<file path="src/hw/rtl/pidpd_pkg.sv">
`timescale 1ns / 1ps
`default_nettype none
// ----------------------------------------------------------------------------
// pidpd_pkg: PID phase delay controller package
// Shared codes, register indexes and fixed widths.
// ----------------------------------------------------------------------------
package pidpd_pkg;

	// config register indexes
	localparam int CFG_IDX_W = 3;
	localparam int CFG_DATA_W = 16;

	localparam logic [CFG_IDX_W-1:0] REG_SETPOINT  = 3'd0;
	localparam logic [CFG_IDX_W-1:0] REG_GAIN_P    = 3'd1;
	localparam logic [CFG_IDX_W-1:0] REG_GAIN_I    = 3'd2;
	localparam logic [CFG_IDX_W-1:0] REG_GAIN_D    = 3'd3;
	localparam logic [CFG_IDX_W-1:0] REG_INT_LIMIT = 3'd4;
	localparam logic [CFG_IDX_W-1:0] REG_DELAY_MAX = 3'd5;

	// field widths
	localparam int TEMP_W  = 16;
	localparam int GAIN_W  = 8;
	localparam int LIMIT_W = 14;
	localparam int DELAY_W = 8;
	localparam int ERR_W   = TEMP_W + 1;     // setpoint - temperature
	localparam int INTEG_W = LIMIT_W + 1;    // clamped integral, signed
	localparam int SUM_W   = ERR_W + 1;      // integral + error before clamp
	localparam int DIFF_W  = ERR_W + 1;      // error - last error
	localparam int DRV_W   = 28;             // raw drive, holds all three terms

	// reset gains and limits in whole units
	localparam int SETPOINT_RST_WHOLE = 25;
	localparam int LIMIT_RST_WHOLE    = 50;
	localparam logic [GAIN_W-1:0] GAIN_P_RST = 8'd50;
	localparam logic [GAIN_W-1:0] GAIN_I_RST = 8'd10;
	localparam logic [GAIN_W-1:0] GAIN_D_RST = 8'd1;
	localparam logic [DELAY_W-1:0] DELAY_MAX_RST = 8'd200;

	// item commands
	localparam logic CMD_STEP  = 1'b0;
	localparam logic CMD_CLEAR = 1'b1;

	// drive clip codes
	typedef enum logic [1:0] {
		CLIP_NONE = 2'd0,
		CLIP_LOW  = 2'd1,
		CLIP_HIGH = 2'd2
	} clip_t;

endpackage
`default_nettype wire

</file>
<file path="src/hw/rtl/pid_phase_delay_controller_core.sv">
`timescale 1ns / 1ps
`default_nettype none
// ----------------------------------------------------------------------------
// pid_phase_delay_controller_core: PID heater control to phase delay
// Temperature in, clamped-integral PID drive out as a phase delay.
// ----------------------------------------------------------------------------
// Usage:
//   Item channel (item_valid / item_stall): command, temperature, sample_valid.
//   A step item yields exactly one result; a clear item zeroes the integral
//   and yields nothing. An invalid sample runs the step with temperature 0.
//   Result channel (result_valid / result_stall): fire_delay, drive_clip.
//   Config channel (cfg_valid / cfg_ready): cfg_index selects setpoint,
//   gain_p, gain_i, gain_d, integral_limit, delay_max; ready is always high;
//   unknown indexes are dropped. Write only while the block is idle.
// Timing:
//   Three-register pipeline: input stage, second stage, result register.
//   An item moves from input stage to second stage to result register.
//   One item per clock unless stalled; integral and last error are updated in the
//   input stage, so back-to-back items see each other's state at once.
// Reset: arst_n clears pipeline valids, integral and last error, and loads
//   the config defaults. Stall: a stalled result holds; upper stages keep
//   filling until the pipeline is full, then item_stall is raised.
// ----------------------------------------------------------------------------
module pid_phase_delay_controller_core #(
	parameter int TEMP_FRAC_BITS = 7
) (
	input  wire logic                                 clk,
	input  wire logic                                 arst_n,
	// config write channel
	input  wire logic                                 cfg_valid,
	output logic                                      cfg_ready,
	input  wire logic [pidpd_pkg::CFG_IDX_W-1:0]      cfg_index,
	input  wire logic [pidpd_pkg::CFG_DATA_W-1:0]     cfg_data,
	// item channel
	input  wire logic                                 item_valid,
	output logic                                      item_stall,
	input  wire logic                                 command,
	input  wire logic signed [pidpd_pkg::TEMP_W-1:0]  temperature,
	input  wire logic                                 sample_valid,
	// result channel
	output logic                                      result_valid,
	input  wire logic                                 result_stall,
	output logic [pidpd_pkg::DELAY_W-1:0]             fire_delay,
	output logic [1:0]                                drive_clip
);
	import pidpd_pkg::*;

	// ---------------------------------------------------------------- config
	logic signed [TEMP_W-1:0] setpoint_q;
	logic [GAIN_W-1:0]        gain_p_q;
	logic [GAIN_W-1:0]        gain_i_q;
	logic [GAIN_W-1:0]        gain_d_q;
	logic [LIMIT_W-1:0]       int_limit_q;
	logic [DELAY_W-1:0]       delay_max_q;

	assign cfg_ready = 1'b1;

	always_ff @(posedge clk or negedge arst_n) begin
		if (!arst_n) begin
			setpoint_q  <= TEMP_W'(SETPOINT_RST_WHOLE << TEMP_FRAC_BITS);
			gain_p_q    <= GAIN_P_RST;
			gain_i_q    <= GAIN_I_RST;
			gain_d_q    <= GAIN_D_RST;
			int_limit_q <= LIMIT_W'(LIMIT_RST_WHOLE << TEMP_FRAC_BITS);
			delay_max_q <= DELAY_MAX_RST;
		end else if (cfg_valid && cfg_ready) begin
			unique case (cfg_index)
				REG_SETPOINT:  setpoint_q  <= cfg_data;
				REG_GAIN_P:    gain_p_q    <= cfg_data[GAIN_W-1:0];
				REG_GAIN_I:    gain_i_q    <= cfg_data[GAIN_W-1:0];
				REG_GAIN_D:    gain_d_q    <= cfg_data[GAIN_W-1:0];
				REG_INT_LIMIT: int_limit_q <= cfg_data[LIMIT_W-1:0];
				REG_DELAY_MAX: delay_max_q <= cfg_data[DELAY_W-1:0];
				default: ;
			endcase
		end
	end

	// ------------------------------------------------------- flow control
	logic vld_s1;
	logic vld_s2;
	logic res_vld_q;
	logic adv_out;
	logic adv_s2;
	logic adv_s1;

	assign adv_out    = !res_vld_q || !result_stall;
	assign adv_s2     = !vld_s2 || adv_out;
	assign adv_s1     = !vld_s1 || adv_s2;
	assign item_stall = !adv_s1;

	// ------------------------------------------------------- input stage
	logic                     cmd_s1;
	logic signed [TEMP_W-1:0] temp_s1;
	logic                     svld_s1;

	always_ff @(posedge clk or negedge arst_n) begin
		if (!arst_n) begin
			vld_s1 <= 1'b0;
		end else if (adv_s1) begin
			vld_s1 <= item_valid;
		end
	end

	always_ff @(posedge clk) begin
		if (adv_s1 && item_valid) begin
			cmd_s1  <= command;
			temp_s1 <= temperature;
			svld_s1 <= sample_valid;
		end
	end

	// error, clamped integral, derivative term; state updated here
	logic signed [INTEG_W-1:0] integral_q;
	logic signed [ERR_W-1:0]   last_err_q;
	logic signed [TEMP_W-1:0]  temp_eff;
	logic signed [ERR_W-1:0]   err;
	logic signed [SUM_W-1:0]   sum_raw;
	logic signed [SUM_W-1:0]   lim_pos;
	logic signed [SUM_W-1:0]   lim_neg;
	logic signed [SUM_W-1:0]   sum_clamp;
	logic signed [DIFF_W-1:0]  diff;

	assign temp_eff = svld_s1 ? temp_s1 : '0;
	assign err      = {setpoint_q[TEMP_W-1], setpoint_q} - {temp_eff[TEMP_W-1], temp_eff};
	assign sum_raw  = {{(SUM_W-INTEG_W){integral_q[INTEG_W-1]}}, integral_q}
	                + {err[ERR_W-1], err};
	assign lim_pos  = {{(SUM_W-LIMIT_W){1'b0}}, int_limit_q};
	assign lim_neg  = -lim_pos;
	assign diff     = {err[ERR_W-1], err} - {last_err_q[ERR_W-1], last_err_q};

	always_comb begin
		priority if (sum_raw > lim_pos) begin
			sum_clamp = lim_pos;
		end else if (sum_raw < lim_neg) begin
			sum_clamp = lim_neg;
		end else begin
			sum_clamp = sum_raw;
		end
	end

	logic step_go;
	logic clear_go;

	assign step_go  = vld_s1 && adv_s2 && (cmd_s1 == CMD_STEP);
	assign clear_go = vld_s1 && adv_s2 && (cmd_s1 == CMD_CLEAR);

	always_ff @(posedge clk or negedge arst_n) begin
		if (!arst_n) begin
			integral_q <= '0;
			last_err_q <= '0;
		end else if (clear_go) begin
			integral_q <= '0;
		end else if (step_go) begin
			integral_q <= sum_clamp[INTEG_W-1:0];
			last_err_q <= err;
		end
	end

	// ------------------------------------------------------- second stage
	logic signed [ERR_W-1:0]   err_s2;
	logic signed [INTEG_W-1:0] integ_s2;
	logic signed [DIFF_W-1:0]  diff_s2;

	always_ff @(posedge clk or negedge arst_n) begin
		if (!arst_n) begin
			vld_s2 <= 1'b0;
		end else if (adv_s2) begin
			vld_s2 <= vld_s1 && (cmd_s1 == CMD_STEP);
		end
	end

	always_ff @(posedge clk) begin
		if (step_go) begin
			err_s2   <= err;
			integ_s2 <= sum_clamp[INTEG_W-1:0];
			diff_s2  <= diff;
		end
	end

	// drive = kp*err + ki*integral + kd*diff, then classify
	logic signed [GAIN_W:0]               gp_ext;
	logic signed [GAIN_W:0]               gi_ext;
	logic signed [GAIN_W:0]               gd_ext;
	logic signed [GAIN_W+ERR_W:0]         prod_p;
	logic signed [GAIN_W+INTEG_W:0]       prod_i;
	logic signed [GAIN_W+DIFF_W:0]        prod_d;
	logic signed [DRV_W-1:0]              drive;
	logic [DRV_W-1:0]                     drive_u;
	logic [DRV_W-1:0]                     whole_max;
	logic [DRV_W-1:0]                     drive_whole;
	logic [DELAY_W-1:0]                   delay_nxt;
	clip_t                                clip_nxt;

	assign gp_ext = {1'b0, gain_p_q};
	assign gi_ext = {1'b0, gain_i_q};
	assign gd_ext = {1'b0, gain_d_q};
	assign prod_p = gp_ext * err_s2;
	assign prod_i = gi_ext * integ_s2;
	assign prod_d = gd_ext * diff_s2;
	assign drive  = DRV_W'(prod_p) + DRV_W'(prod_i) + DRV_W'(prod_d);

	assign drive_u     = drive;
	assign whole_max   = DRV_W'(delay_max_q) << TEMP_FRAC_BITS;
	assign drive_whole = drive_u >> TEMP_FRAC_BITS;

	always_comb begin
		priority if (drive[DRV_W-1]) begin
			delay_nxt = delay_max_q;
			clip_nxt  = CLIP_LOW;
		end else if (drive_u > whole_max) begin
			delay_nxt = '0;
			clip_nxt  = CLIP_HIGH;
		end else begin
			// drive_whole <= delay_max here, no underflow
			delay_nxt = delay_max_q - drive_whole[DELAY_W-1:0];
			clip_nxt  = CLIP_NONE;
		end
	end

	// ------------------------------------------------------- result register
	logic [DELAY_W-1:0] delay_q;
	clip_t              clip_q;

	always_ff @(posedge clk or negedge arst_n) begin
		if (!arst_n) begin
			res_vld_q <= 1'b0;
		end else if (adv_out) begin
			res_vld_q <= vld_s2;
		end
	end

	always_ff @(posedge clk) begin
		if (adv_out && vld_s2) begin
			delay_q <= delay_nxt;
			clip_q  <= clip_nxt;
		end
	end

	assign result_valid = res_vld_q;
	assign fire_delay   = delay_q;
	assign drive_clip   = clip_q;

	// ------------------------------------------------------- assertions
	a_clear_zeroes: assert property (@(posedge clk) disable iff (!arst_n)
		clear_go |=> (integral_q == '0))
		else $error("integral not cleared after clear item");

	a_clip_code: assert property (@(posedge clk) disable iff (!arst_n)
		result_valid |-> (drive_clip == CLIP_NONE || drive_clip == CLIP_LOW
		|| drive_clip == CLIP_HIGH))
		else $error("undefined drive_clip code");

	a_high_zero: assert property (@(posedge clk) disable iff (!arst_n)
		(result_valid && drive_clip == CLIP_HIGH) |-> (fire_delay == '0))
		else $error("high clip with nonzero delay");

	a_low_max: assert property (@(posedge clk) disable iff (!arst_n)
		(result_valid && drive_clip == CLIP_LOW) |-> (fire_delay == delay_max_q))
		else $error("low clip without maximum delay");

endmodule
`default_nettype wire
</file>
<file path="config.mk">
export PLATFORM = sky130hd
export DESIGN_NAME = pid_phase_delay_controller_core
export DESIGN_NICKNAME = d
export VERILOG_FILES = /design/src/hw/rtl/pidpd_pkg.sv /design/src/hw/rtl/pid_phase_delay_controller_core.sv
export SDC_FILE = /design/constraint.sdc
export NUM_CORES = 1
export LEC_CHECK = 0
export ABC_AREA = 1
export ABC_CLOCK_PERIOD_IN_PS = 6820
export BUFFER_PORTS_ARGS = -buffer_cell sky130_fd_sc_hd__buf_2
export CAP_MARGIN = 40
export CELL_PAD_IN_SITES_DETAIL_PLACEMENT = 0
export CELL_PAD_IN_SITES_GLOBAL_PLACEMENT = 1
export CORE_MARGIN = 2
export CORE_UTILIZATION = 45
export DETAILED_ROUTE_END_ITERATION = 8
export GPL_ROUTABILITY_DRIVEN = 0
export PLACE_DENSITY_LB_ADDON = 0.1
export RECOVER_POWER = 50
export SKIP_LAST_GASP = 1
export SLEW_MARGIN = 10
export SYNTH_ARGS = -nofsm -noshare
export SYNTH_HDL_FRONTEND = slang
export SYNTH_SLANG_ARGS = --single-unit
</file>
<file path="constraint.sdc">
create_clock -name clk -period 6.82 [get_ports clk]
set_clock_uncertainty 0.1 [all_clocks]
set_input_delay 0.341 -clock clk [delete_from_list [all_inputs] [get_ports clk]]
set_output_delay 0.341 -clock clk [all_outputs]
set_load 0.05 [all_outputs]
</file>
; Word-level counts from Yosys, hierarchy flattened
; Index checks and enable logic that the tools add are counted.
[classes]
addsub = 7
n_mul = 3
n_div = 0
n_lt_le_gt_ge = 3
n_eq_ne = 5
shifts = 0
muxes = 8
n_bitwise = 2
reduce_logical = 23
[ops]
columns = cell, n
row1 = 15-bit 2-to-1 mux, 4
row2 = 27-bit by 27-bit adder with 28-bit output, 1
row3 = 28-bit by 15-bit > comparator with 1-bit output, 1
row4 = 26-bit by 24-bit adder with 27-bit output, 1
row5 = 9-bit by 18-bit multiplier with 27-bit output, 1
row6 = 9-bit by 17-bit multiplier with 26-bit output, 1
row7 = 9-bit by 15-bit multiplier with 24-bit output, 1
row8 = 15-bit by 17-bit adder with 18-bit output, 1
row9 = 18-bit by 15-bit > comparator with 1-bit output, 1
row10 = 18-bit < comparator, 1
row11 = 14-bit negation with 18-bit output, 1
row12 = 17-bit by 17-bit subtractor with 18-bit output, 1
row13 = 16-bit by 16-bit subtractor with 17-bit output, 1
row14 = 16-bit 2-to-1 mux, 1
row15 = 8-bit 2-to-1 mux, 2
row16 = 2-bit AND reduction, 7
row17 = 8-bit subtractor, 1
row18 = 3-bit by 2-bit == test with 1-bit output (second input constant), 2
row19 = 3-bit == test (second input constant), 2
row20 = 1-bit logical AND, 6
row21 = 1-bit zero test, 5
row22 = 3-bit by 1-bit == test with 1-bit output (second input constant), 1
row23 = 3-bit zero test, 1
row24 = 1-bit logical OR, 3
row25 = other kinds (3), 4
[totals]
reg_bits = 175
latch_bits = 0
ramBits = 0
rom_bits = 0
out_inout_bits = 13
word_cells = 70
mem_count = 0

; Longest topological paths before layout
; Gate-level depths: netlist of the first run.
[logic_depth]
ltp_word = 8
ltp_mapped = 41
depth_no_buf = 39

; Least setup slack after synthesis of the first run
; No wires, ideal clock.
[synth_path]
path_type = register to register
from = register gain_p_q[4]
to = register clip_q[1], in the netlist drive_clip[1], data pin
setup_time_ps = 250
arrival_time_ps = 7091
required_ps = 6470
slack_ps = -621
stages_incl_launch_ff = 34
path_buffers = 2
period_less_slack_ps = 7441
path_cell_list = dfstp_2 > clkbuf_1 > clkbuf_1 > nand2_1 > fa_1 > fa_1 > fa_1 > fa_1 > inv_1 > fa_1 > fa_1 > inv_1 > fa_1 > inv_1 > ha_1 > nand2_2 > inv_1 > a21oi_1 > nand3_2 > xor2_1 > ha_1 > nand2_1 > nor2_1 > and2_1 > nand2_1 > nand3b_1 > nand2_1 > nand2_1 > nor2_1 > nand3_1 > nor2_1 > nand3_2 > nand2_1 > inv_1
[synth_via]
elab_chain_len = 5
[synth_lines]
columns = element, line_no
row1 = start: declaration, pid_phase_delay_controller_core.sv:50  ; logic [GAIN_W-1:0] gain_p_q;
row2 = start signal: assignment, pid_phase_delay_controller_core.sv:69  ; REG_GAIN_P: gain_p_q <= cfg_data[GAIN_W-1:0];
row3 = 9-bit by 17-bit multiplier with 26-bit output (*), pid_phase_delay_controller_core.sv:198  ; assign prod_p = gp_ext * err_s2;
row4 = 26-bit by 24-bit adder with 27-bit output (*), pid_phase_delay_controller_core.sv:201  ; assign drive = DRV_W'(prod_p) + DRV_W'(prod_i) + DRV_W'(prod_d);
row5 = 27-bit by 27-bit adder with 28-bit output (*), pid_phase_delay_controller_core.sv:201
row6 = 28-bit by 15-bit > comparator with 1-bit output, pid_phase_delay_controller_core.sv:211  ; end else if (drive_u > whole_max) begin
row7 = 2-bit 2-to-1 mux, pid_phase_delay_controller_core.sv:211
row8 = end signal: assignment, pid_phase_delay_controller_core.sv:236  ; clip_q <= clip_nxt;
row9 = end: declaration, pid_phase_delay_controller_core.sv:223  ; clip_t clip_q;
; Mark *: on every way between the ends. The rest lies on a longest branch, timed or not.
; A chain may end at the register's enable or synchronous reset.

; Worst setup path after layout of the first run
[layout_path]
from = register diff_s2[5]
to = register clip_q[1], in the netlist drive_clip[1], data pin
[layout_via]
elab_chain_len = 4
[layout_lines]
columns = element, line_no
row1 = start: declaration, pid_phase_delay_controller_core.sv:163  ; logic signed [DIFF_W-1:0] diff_s2;
row2 = start signal: assignment, pid_phase_delay_controller_core.sv:177  ; diff_s2 <= diff;
row3 = 9-bit by 18-bit multiplier with 27-bit output (*), pid_phase_delay_controller_core.sv:200  ; assign prod_d = gd_ext * diff_s2;
row4 = 27-bit by 27-bit adder with 28-bit output (*), pid_phase_delay_controller_core.sv:201
row5 = 28-bit by 15-bit > comparator with 1-bit output, pid_phase_delay_controller_core.sv:211
row6 = 2-bit 2-to-1 mux, pid_phase_delay_controller_core.sv:211
; Marked as above.

==> results of run 1 <==
per-layer routing:
layer | track usage | vias up
met5 | 0 | -
met4 | 0.0803 | 0
met3 | 0.0244 | 88
met2 | 0.492 | 437
met1 | 0.359 | 10700
li1 | - | 10300
area by class of cell:
type,count,area share
clock buffers,18,0.0142
well taps,773,0.0312
repair buffers,341,0.0833
clock inverters,14,0.00573
diodes,1,0.0000807
multi-input cells,2102,0.594
inverters,968,0.117
flip-flops and latches,175,0.155
cells by family after synthesis:
group | count (synthesis) | share of synthesized area
and+or+nand+nor | 1136 | 0.173
buffers and inverters | 1090 | 0.154
adders and majority gates | 644 | 0.420
AOI/OAI and AO/OA | 255 | 0.0510
DFF | 175 | 0.179
xor gates and xnor gates | 63 | 0.0213
muxes | 2 | 0.000842
other | 1 | 0.000140
path summary, 6_finish.rpt:
| check | from | end | depth (start not counted) |
|---|---|---|---|
| min in group asynchronous | arst_n | setpoint_q[14] | 2 |
| max in group asynchronous | arst_n | gain_i_q[0] | 3 |
| max reg2reg | diff_s2[5] | drive_clip[1] | 37 |
| min reg2reg | vld_s2 | result_valid | 2 |
| min | cfg_data[12] | int_limit_q[12] | 3 |
| max | diff_s2[5] | drive_clip[1] | 37 |
tightest hold or removal path: stages:
cell     delay [ns]
buf_2          0.10
inv_1          0.09
o21ai_0        0.10
through the flow:
stage          hold slack [ns]  setup TNS, ns  instance area, µm²  setup WS, ns  utilization
5_1_grt                 0.0610          -7.81               31000        -0.888        0.526
3_3_place_gp             0.359          -4.53               29500        -0.574        0.501
3_5_place_dp             0.372          -5.30               29600        -0.650        0.502
2_1_floorplan          -0.0546         -0.249               27100        -0.104            -
4_1_cts                 0.0217          -4.97               30700        -0.581        0.520
6_report                0.0510          -4.98               31000        -0.584        0.526
synthesized netlist by cell type (23+ instances only):
library cell | count | area [µm²]
inv_1 | 965 | 3620
nand2_1 | 880 | 3300
fa_1 | 422 | 8450
ha_1 | 222 | 2780
o21ai_0 | 124 | 621
nor2_1 | 90 | 338
a21oi_1 | 86 | 430
clkbuf_1 | 86 | 323
dfrtp_1 | 82 | 2050
nand3_1 | 79 | 395
edfxtp_1 | 78 | 2340
xor2_1 | 45 | 394
buf_1 | 23 | 86.3
repair_timing:
| action | CTS | global route |
|---|---|---|
| hold buffers | 24 | 0 |
| cloned | 1 | 0 |
| pin swaps | 47 | 74 |
| endpoints found under the hold margin | 60 | 0 |
| endpoints found under the setup margin | 10 | 26 |
| buffers inserted | 12 | 9 |
| resized for setup | 38 | 105 |
sequential cells by signal, indices dropped and copies added (netlist names), 14 cells and up:
name,count
err_s2,17
temp_s1,16
integral_q,15
integ_s2,15
diff_s2,18
int_limit_q,14
last_err_q,17
setpoint_q,16
==> metrics.csv, run 1 <==
metric,value,unit
syn-cell-area,0.0267,mm²
grt_overflow,0,
endpoint_kind,register,
htreeDepth,4,
grt_max_degree,52,
fin_nets,4291,
cts.clk_slew.worst_paths,0.08,ns
clock-sinks,175,
drc,0,
period_needed,7.40,ns
ff2ff_setup_slack,-0.58,ns
slew_headroom,-1.38,
clock_latency,0.49,ns
worst_slack,-0.584,ns
avgSynthCellArea,7.94,µm²
grt_use_total,0.277,
drtIter0Drc,1296,
wl_met1,34500,µm
layout_commonest_cell,inv_1,
hold_viol,0,
slew_violations,100,
antenna_found_initial,2,
startpoint_type,register,
rsz0062_at_grt,yes,
drive_above_1_share,0.146,
first_pass_iters,5,
worstMarginPinSlew,3.57,ns
worstPathArrival,7.55,ns
layout_common_cells,"936 x inv_1, 843 x nand2_1, 402 x fa_1",
place_hpwl,68700,µm
regArea,0.00479,mm²
fp.coreArea,0.0589,mm²
grt_pass1_wl,127000,µm
synth_nets,4052,
critPathBufInv,9,
cp_data_required_time,6.97,ns
io_buffers,53,
cts_made_buffers,17,
dieArea,0.0614,mm²
synth_cell_types,49,
period_share,1.09,
cp_top_family,adder cells,
grt_pass1_vias,22800,
clockRootBuffer,clkbuf_16,
seq_area_frac_synth,0.179,
wirelength,80000,µm
clockBufferDepth,2,
synthToLayoutAreaGrowth,16.0,%
ant_nets,0,
yosys_warnings,0,
avgRoutedWirePerCell,18.2,µm
rows,89,
multiInputGateArea,0.0184,mm²
met2_length,40300,µm
via_per_inst,4.89,
setup_violations,9,
worstSetupPathType,register to register,
wl_met3,3150,µm
dp.cells,4313,
top_layer_used,met4,
syn_inst,3366,
hp-class,input port to register,
ys.flop_type,dfrtp_1,
nFillCells,5614,
ys_ff_latch,175,
fmax,0.135,GHz
ioPinCount,55,
cts_tree,done,
status,"complete, but fails checks",
vias,21500,
crit_fanout,5,
cp_slowest_cell,fa_1,
die_x,248,µm
max_stage_delay,0.56,ns
violations,"capacitance limit, slew limit, setup timing",
die_h,248,µm
synth-edff-count,78,
synthArstFlopShare,0.554,
maxCapViolCount,2,
final_cells,4392,
start_util,0.454,
Power of run 1 is left out: the tool's default activity adds up to more than one toggle a clock period on the data nets, which glitch-free logic cannot reach.
==> run 2, diff against run 1 <==
--- a/config.mk
+++ b/config.mk
@@ -7,7 +7,7 @@
 export LEC_CHECK = 0
 export ABC_AREA = 1
 export ABC_CLOCK_PERIOD_IN_PS = 6820
-export BUFFER_PORTS_ARGS = -buffer_cell sky130_fd_sc_hd__buf_2
+export BUFFER_PORTS_ARGS = -buffer_cell sky130_fd_sc_hd__buf_4
 export CAP_MARGIN = 40
 export CELL_PAD_IN_SITES_DETAIL_PLACEMENT = 0
 export CELL_PAD_IN_SITES_GLOBAL_PLACEMENT = 1
==> run 2 against run 1 <==
The run still ends with capacitance limit, slew limit, setup timing left. Non-clock buffer count is 5 higher. Design area is 0.23% higher. Setup slack better by 0.056 ns. Core utilization is 0.12 points higher. Critical path type unchanged. Highest routed layer is now met5.
==> metrics.csv, run 2 (synthesized netlist as in run 1, its figures left out) <==
metric,value,unit,change
hold_depth,3,,unchanged
final_cells,4397,,+0.11%
crit_start,integ_s2[6],,
crit_cells,32,,-14%
slew_headroom,-0.508,,+0.873
max_stage_delay,0.63,ns,+0.07 ns
first_pass_iters,7,,+2
met2_length,38100,µm,-5.5%
worstSetupPathType,register to register,,
vias,21300,,-0.61%
maxCapViolCount,2,,unchanged
cts_tree,done,,
synthToLayoutAreaGrowth,16.2,%,
period_share,1.08,,-0.00824
ioPinCount,55,,unchanged
die_x,248,µm,unchanged
hp-class,input port to register,,
dp.cells,4320,,+0.16%
clockBufferDepth,2,,unchanged
critPathCapture,fire_delay[1],,
grt_overflow,0,,unchanged
critPathBufInv,5,,-4
fp.coreArea,0.0589,mm²,unchanged
violations,"capacitance limit, slew limit, setup timing",,
drive_above_1_share,0.141,,-0.00517
grt_pass1_vias,23000,,+0.92%
ff2ff_setup_slack,-0.53,ns,+0.06 ns
start_util,0.454,,unchanged
grt_max_degree,57,,+9.6%
worstMarginPinSlew,2.26,ns,-1.31 ns
slew_violations,57,,-43%
cp_top_family,adder cells,,
io_buffers,53,,unchanged
worstPathArrival,7.60,ns,+0.05 ns
endpoint_kind,register,,
clock-sinks,175,,unchanged
clockRootBuffer,clkbuf_16,,
wl_met1,33600,µm,-2.7%
largestRegisters,"diff_s2: 18 flops, err_s2: 17 flops, last_err_q: 17 flops",,
cts.clk_slew.worst_paths,0.08,ns,about the same
ant_nets,0,,unchanged
r2r_cells,32,,-14%
place_hpwl,67500,µm,-1.9%
min-delay-start,cfg_data[12],,
worst_slack,-0.528,ns,+0.0562 ns
grt_use_total,0.272,,-0.00496
htreeDepth,4,,unchanged
rsz0062_at_grt,yes,,
antenna_found_initial,1,,-1
fmax,0.136,GHz,+0.76%
wirelength,77800,µm,-2.8%
drc,0,,unchanged
clock_latency,0.49,ns,about the same
cts_made_buffers,17,,unchanged
rr_startpoint,integ_s2[6],,
via_per_inst,4.85,,-0.72%
layout_common_cells,"948 x inv_1, 854 x nand2_1, 408 x fa_1",,
largest_reg_flops,18,,unchanged
nFillCells,5695,,+1.4%
r2r_end,fire_delay[1],,
grt_pass1_wl,125000,µm,-1.5%
hold_viol,0,,unchanged
dieArea,0.0614,mm²,unchanged
cp_data_required_time,7.07,ns,+0.10 ns
status,"complete, but fails checks",,
drtIter0Drc,1179,,-9.0%
fin_hold_ws,0.0352,ns,-0.0159 ns
startpoint_type,register,,
largest_register,diff_s2,,
crit_fanout,6,,+1
setup_violations,9,,unchanged
top_layer_used,met5,,
wl_met3,3150,µm,about the same
cpMostUsedCell,nand2_1,,
die_h,248,µm,unchanged
rows,89,,unchanged
period_needed,7.35,ns,-0.0562 ns
avgRoutedWirePerCell,17.7,µm,-2.9%
fin_nets,4296,,+0.12%
layout_commonest_cell,inv_1,,
cp_slowest_cell,fa_2,,
[run 2: how the worst min path moves through the flow]
stage / endpoint
global route: setpoint_q[10]
detailed placement: setpoint_q[15]
floorplan: delay_max_q[0]
finish: int_limit_q[12]
global placement: setpoint_q[14]
CTS: int_limit_q[12]
[run 2: cell type report]
class,count,area (µm²),share of cell area
repair buffers,346,2720,0.0875
well taps,773,967,0.0311
diodes,1,2.50,0.0000805
multi-input cells,2102,18400,0.591
clock inverters,11,116,0.00374
flip-flops and latches,175,4790,0.154
inverters,968,3630,0.117
clock buffers,21,470,0.0151
[run 2: timing repair]
item,CTS,global route
hold endpoints to repair,45,0
pin swaps,24,24
cloned,1,0
setup buffers,12,7
endpoints found under the setup margin,9,30
hold buffers,24,0
resized for setup,47,60
[run 2: layer usage]
layer	GRT usage	vias to the layer above
met2	0.465	390
li1	-	10300
met3	0.0399	123
met5	0	-
met4	0.102	2
met1	0.348	10500
[run 2: stage by stage]
step                utilization  TNS, ns  instance area (µm²)  setup WS [ns]
CTS                       0.524    -3.76                30900         -0.440
detailed placement        0.506    -5.34                29800         -0.658
floorplan                     -   -0.249                27100         -0.104
global placement          0.504    -5.02                29700         -0.617
finish                    0.528    -4.42                31100         -0.528
global route              0.528    -7.53                31100         -0.870
[run 2: worst register-to-register path: cells and delay by family (launching register included)]
kind	cells	cell delay, ns
and+or+nand+nor	15	1.40
AOI/OAI and AO/OA	2	0.32
adders and majority gates	9	4.13
buffers and inverters	5	0.52
xor gates and xnor gates	1	0.20
DFF	1	0.55
Power of run 2 is left out for the same reason.
==> run 3, diff against run 2 <==
--- a/config.mk
+++ b/config.mk
@@ -12,7 +12,7 @@
 export CELL_PAD_IN_SITES_DETAIL_PLACEMENT = 0
 export CELL_PAD_IN_SITES_GLOBAL_PLACEMENT = 1
 export CORE_MARGIN = 2
-export CORE_UTILIZATION = 45
+export CORE_UTILIZATION = 30
 export DETAILED_ROUTE_END_ITERATION = 8
 export GPL_ROUTABILITY_DRIVEN = 0
 export PLACE_DENSITY_LB_ADDON = 0.1
==> run 3 against run 2 <==
Die area increased by 49%. First-iteration DRC count down 8.7%. Wire length up 9.7%. Design area increased by 3.2%. Flip-flop and latch count is the same. Sequential share of layout area is 0.48 points lower. Global-route usage decreased by 7.6 points. Critical endpoint is now drive_clip[1]. Non-clock buffer count up 51. The flow still finishes with violations (capacitance limit, slew limit, setup timing). Critical path depth grew 1. Core utilization is 16 points lower. Register-to-register slack gained 0.03 ns. Hold slack got worse by 0.0041 ns.
==> metrics.csv, run 3 (synthesized netlist as in run 1, its figures left out) <==
metric,value,unit,change
drtIter0Drc,1077,,-8.7%
rsz0062_at_grt,yes,,
period_needed,7.32,ns,-0.0273 ns
slew_violations,84,,+47%
clock_latency,0.49,ns,about the same
hp-class,input port to register,,
grtUsageMet2,0.342,,-0.123
grt_max_degree,49,,-14%
endpoint_kind,register,,
htreeDepth,4,,unchanged
clock-sinks,175,,unchanged
worstPathArrival,7.49,ns,-0.11 ns
vias,21300,,-0.25%
period_share,1.07,,-0.00400
slew_headroom,-0.781,,-0.272
dieArea,0.0915,mm²,+49%
grt_pass1_vias,23200,,+0.89%
setup_violations,9,,unchanged
avgRoutedWirePerCell,17.6,µm,-0.44%
max_stage_delay,0.62,ns,about the same
hold_depth,3,,unchanged
fin_hold_ws,0.0311,ns,-0.00407 ns
fin_nets,4348,,+1.2%
synthToLayoutAreaGrowth,20.0,%,
layout_commonest_cell,inv_1,,
ant_nets,0,,unchanged
cp_slowest_cell,fa_1,,
fp.coreArea,0.0884,mm²,+50%
place_hpwl,74800,µm,+11%
worstSetupPathType,register to register,,
cp_data_required_time,6.99,ns,-0.08 ns
largest_register,diff_s2,,
drc,0,,unchanged
wirelength,85300,µm,+9.7%
via_per_inst,4.39,,-9.5%
nFillCells,9330,,+64%
clockRootBuffer,clkbuf_16,,
layout_common_cells,"943 x inv_1, 852 x nand2_1, 398 x fa_1",,
r2r_end,drive_clip[1],,
rr_startpoint,gain_i_q[3],,
largestRegisters,"diff_s2: 18 flops, err_s2: 17 flops, last_err_q: 17 flops",,
clockBufferDepth,2,,unchanged
first_pass_iters,5,,-2
ff2ff_setup_slack,-0.50,ns,+0.03 ns
worstMarginPinSlew,2.67,ns,+0.409 ns
regArea,0.00479,mm²,about the same
io_buffers,53,,unchanged
grt_use_total,0.196,,-0.0755
placed_area,0.0306,mm²,+2.9%
startpoint_type,register,,
die_x,303,µm,+22%
drive_above_1_share,0.158,,+0.0168
use_met3,0.0172,,-0.0227
cts_tree,done,,
rows,109,,+22%
maxCapViolCount,2,,unchanged
timing.setup.tns,-4.28,ns,+0.143 ns
violations,"capacitance limit, slew limit, setup timing",,
r2r_cells,33,,+3.1%
worst_slack,-0.501,ns,+0.0273 ns
status,"complete, but fails checks",,
antenna_found_initial,4,,+3
hold_end,int_limit_q[8],,
hold_viol,0,,unchanged
largest_reg_flops,18,,unchanged
grt_overflow,0,,unchanged
die_h,303,µm,+22%
multiInputGateArea,0.0184,mm²,+0.20%
cts.clk_slew.worst_paths,0.09,ns,about the same
met1_usage,0.262,,-0.0866
grt_pass1_wl,135000,µm,+7.7%
busiest_layer,met2,,
final_area,0.0321,mm²,+3.2%
crit_fanout,5,,-1
start_util,0.303,,-0.151
cts_made_buffers,17,,unchanged
fmax,0.137,GHz,+0.37%
ioPinCount,55,,unchanged
min-delay-start,cfg_data[8],,
[run 3: metrics by stage]
stage | instances | util | worst slack (ns)
after floorplan | 3366 | - | -0.104
after global placement | 4748 | 0.346 | -0.732
after detailed placement | 4753 | 0.347 | -0.786
after CTS | 4827 | 0.359 | -0.551
after global routing | 4840 | 0.363 | -0.832
final | 4844 | 0.363 | -0.501
[run 3: worst max-delay path by stage]
stage | startpoint | to | slack [ns] | cells past startpoint
4_1_cts | gain_i_q[1] | fire_delay[7] | -0.55 | 30
6_report | gain_i_q[3] | drive_clip[1] | -0.50 | 33
5_1_grt | integ_s2[5] | drive_clip[1] | -0.83 | 34
3_3_place_gp | integ_s2[5] | drive_clip[1] | -0.73 | 32
3_5_place_dp | integ_s2[5] | drive_clip[1] | -0.79 | 35
2_1_floorplan | gain_d_q[0] | drive_clip[1] | -0.10 | 33
[run 3: routing by layer]
metal / share of wire / wire, µm
met1: 0.46 / 39300
met2: 0.49 / 42100
met3: 0.023 / 1920
met4: 0.023 / 1990
met5: 0 / 0
[run 3: repair_timing]
item,4_1_cts,5_1_grt
pin swaps,31,50
gates cloned,1,1
gates resized for setup,26,96
endpoints found under the setup margin,10,40
buffers inserted,15,12
hold endpoints to repair,53,0
hold buffers,26,0
[run 3: layout make-up]
class                   count  share of cell area
repair buffers            397              0.0983
clock buffers              17              0.0133
well taps                1165              0.0454
multi-input cells        2103               0.574
clock inverters            15             0.00597
inverters                 968               0.113
flip-flops and latches    175               0.149
diodes                      4            0.000312
[run 3: critical path: cells and delay by family (launching register included)]
family                   cells  cell delay [ns]
XOR/XNOR                     1             0.15
buffers and inverters        6             0.38
adder cells (fa/ha/maj)      9             4.26
flip-flops                   1             0.56
AND/OR/NAND/NOR             15             1.36
AO/OA/AOI/OAI                2             0.31
Power of run 3 is left out for the same reason.
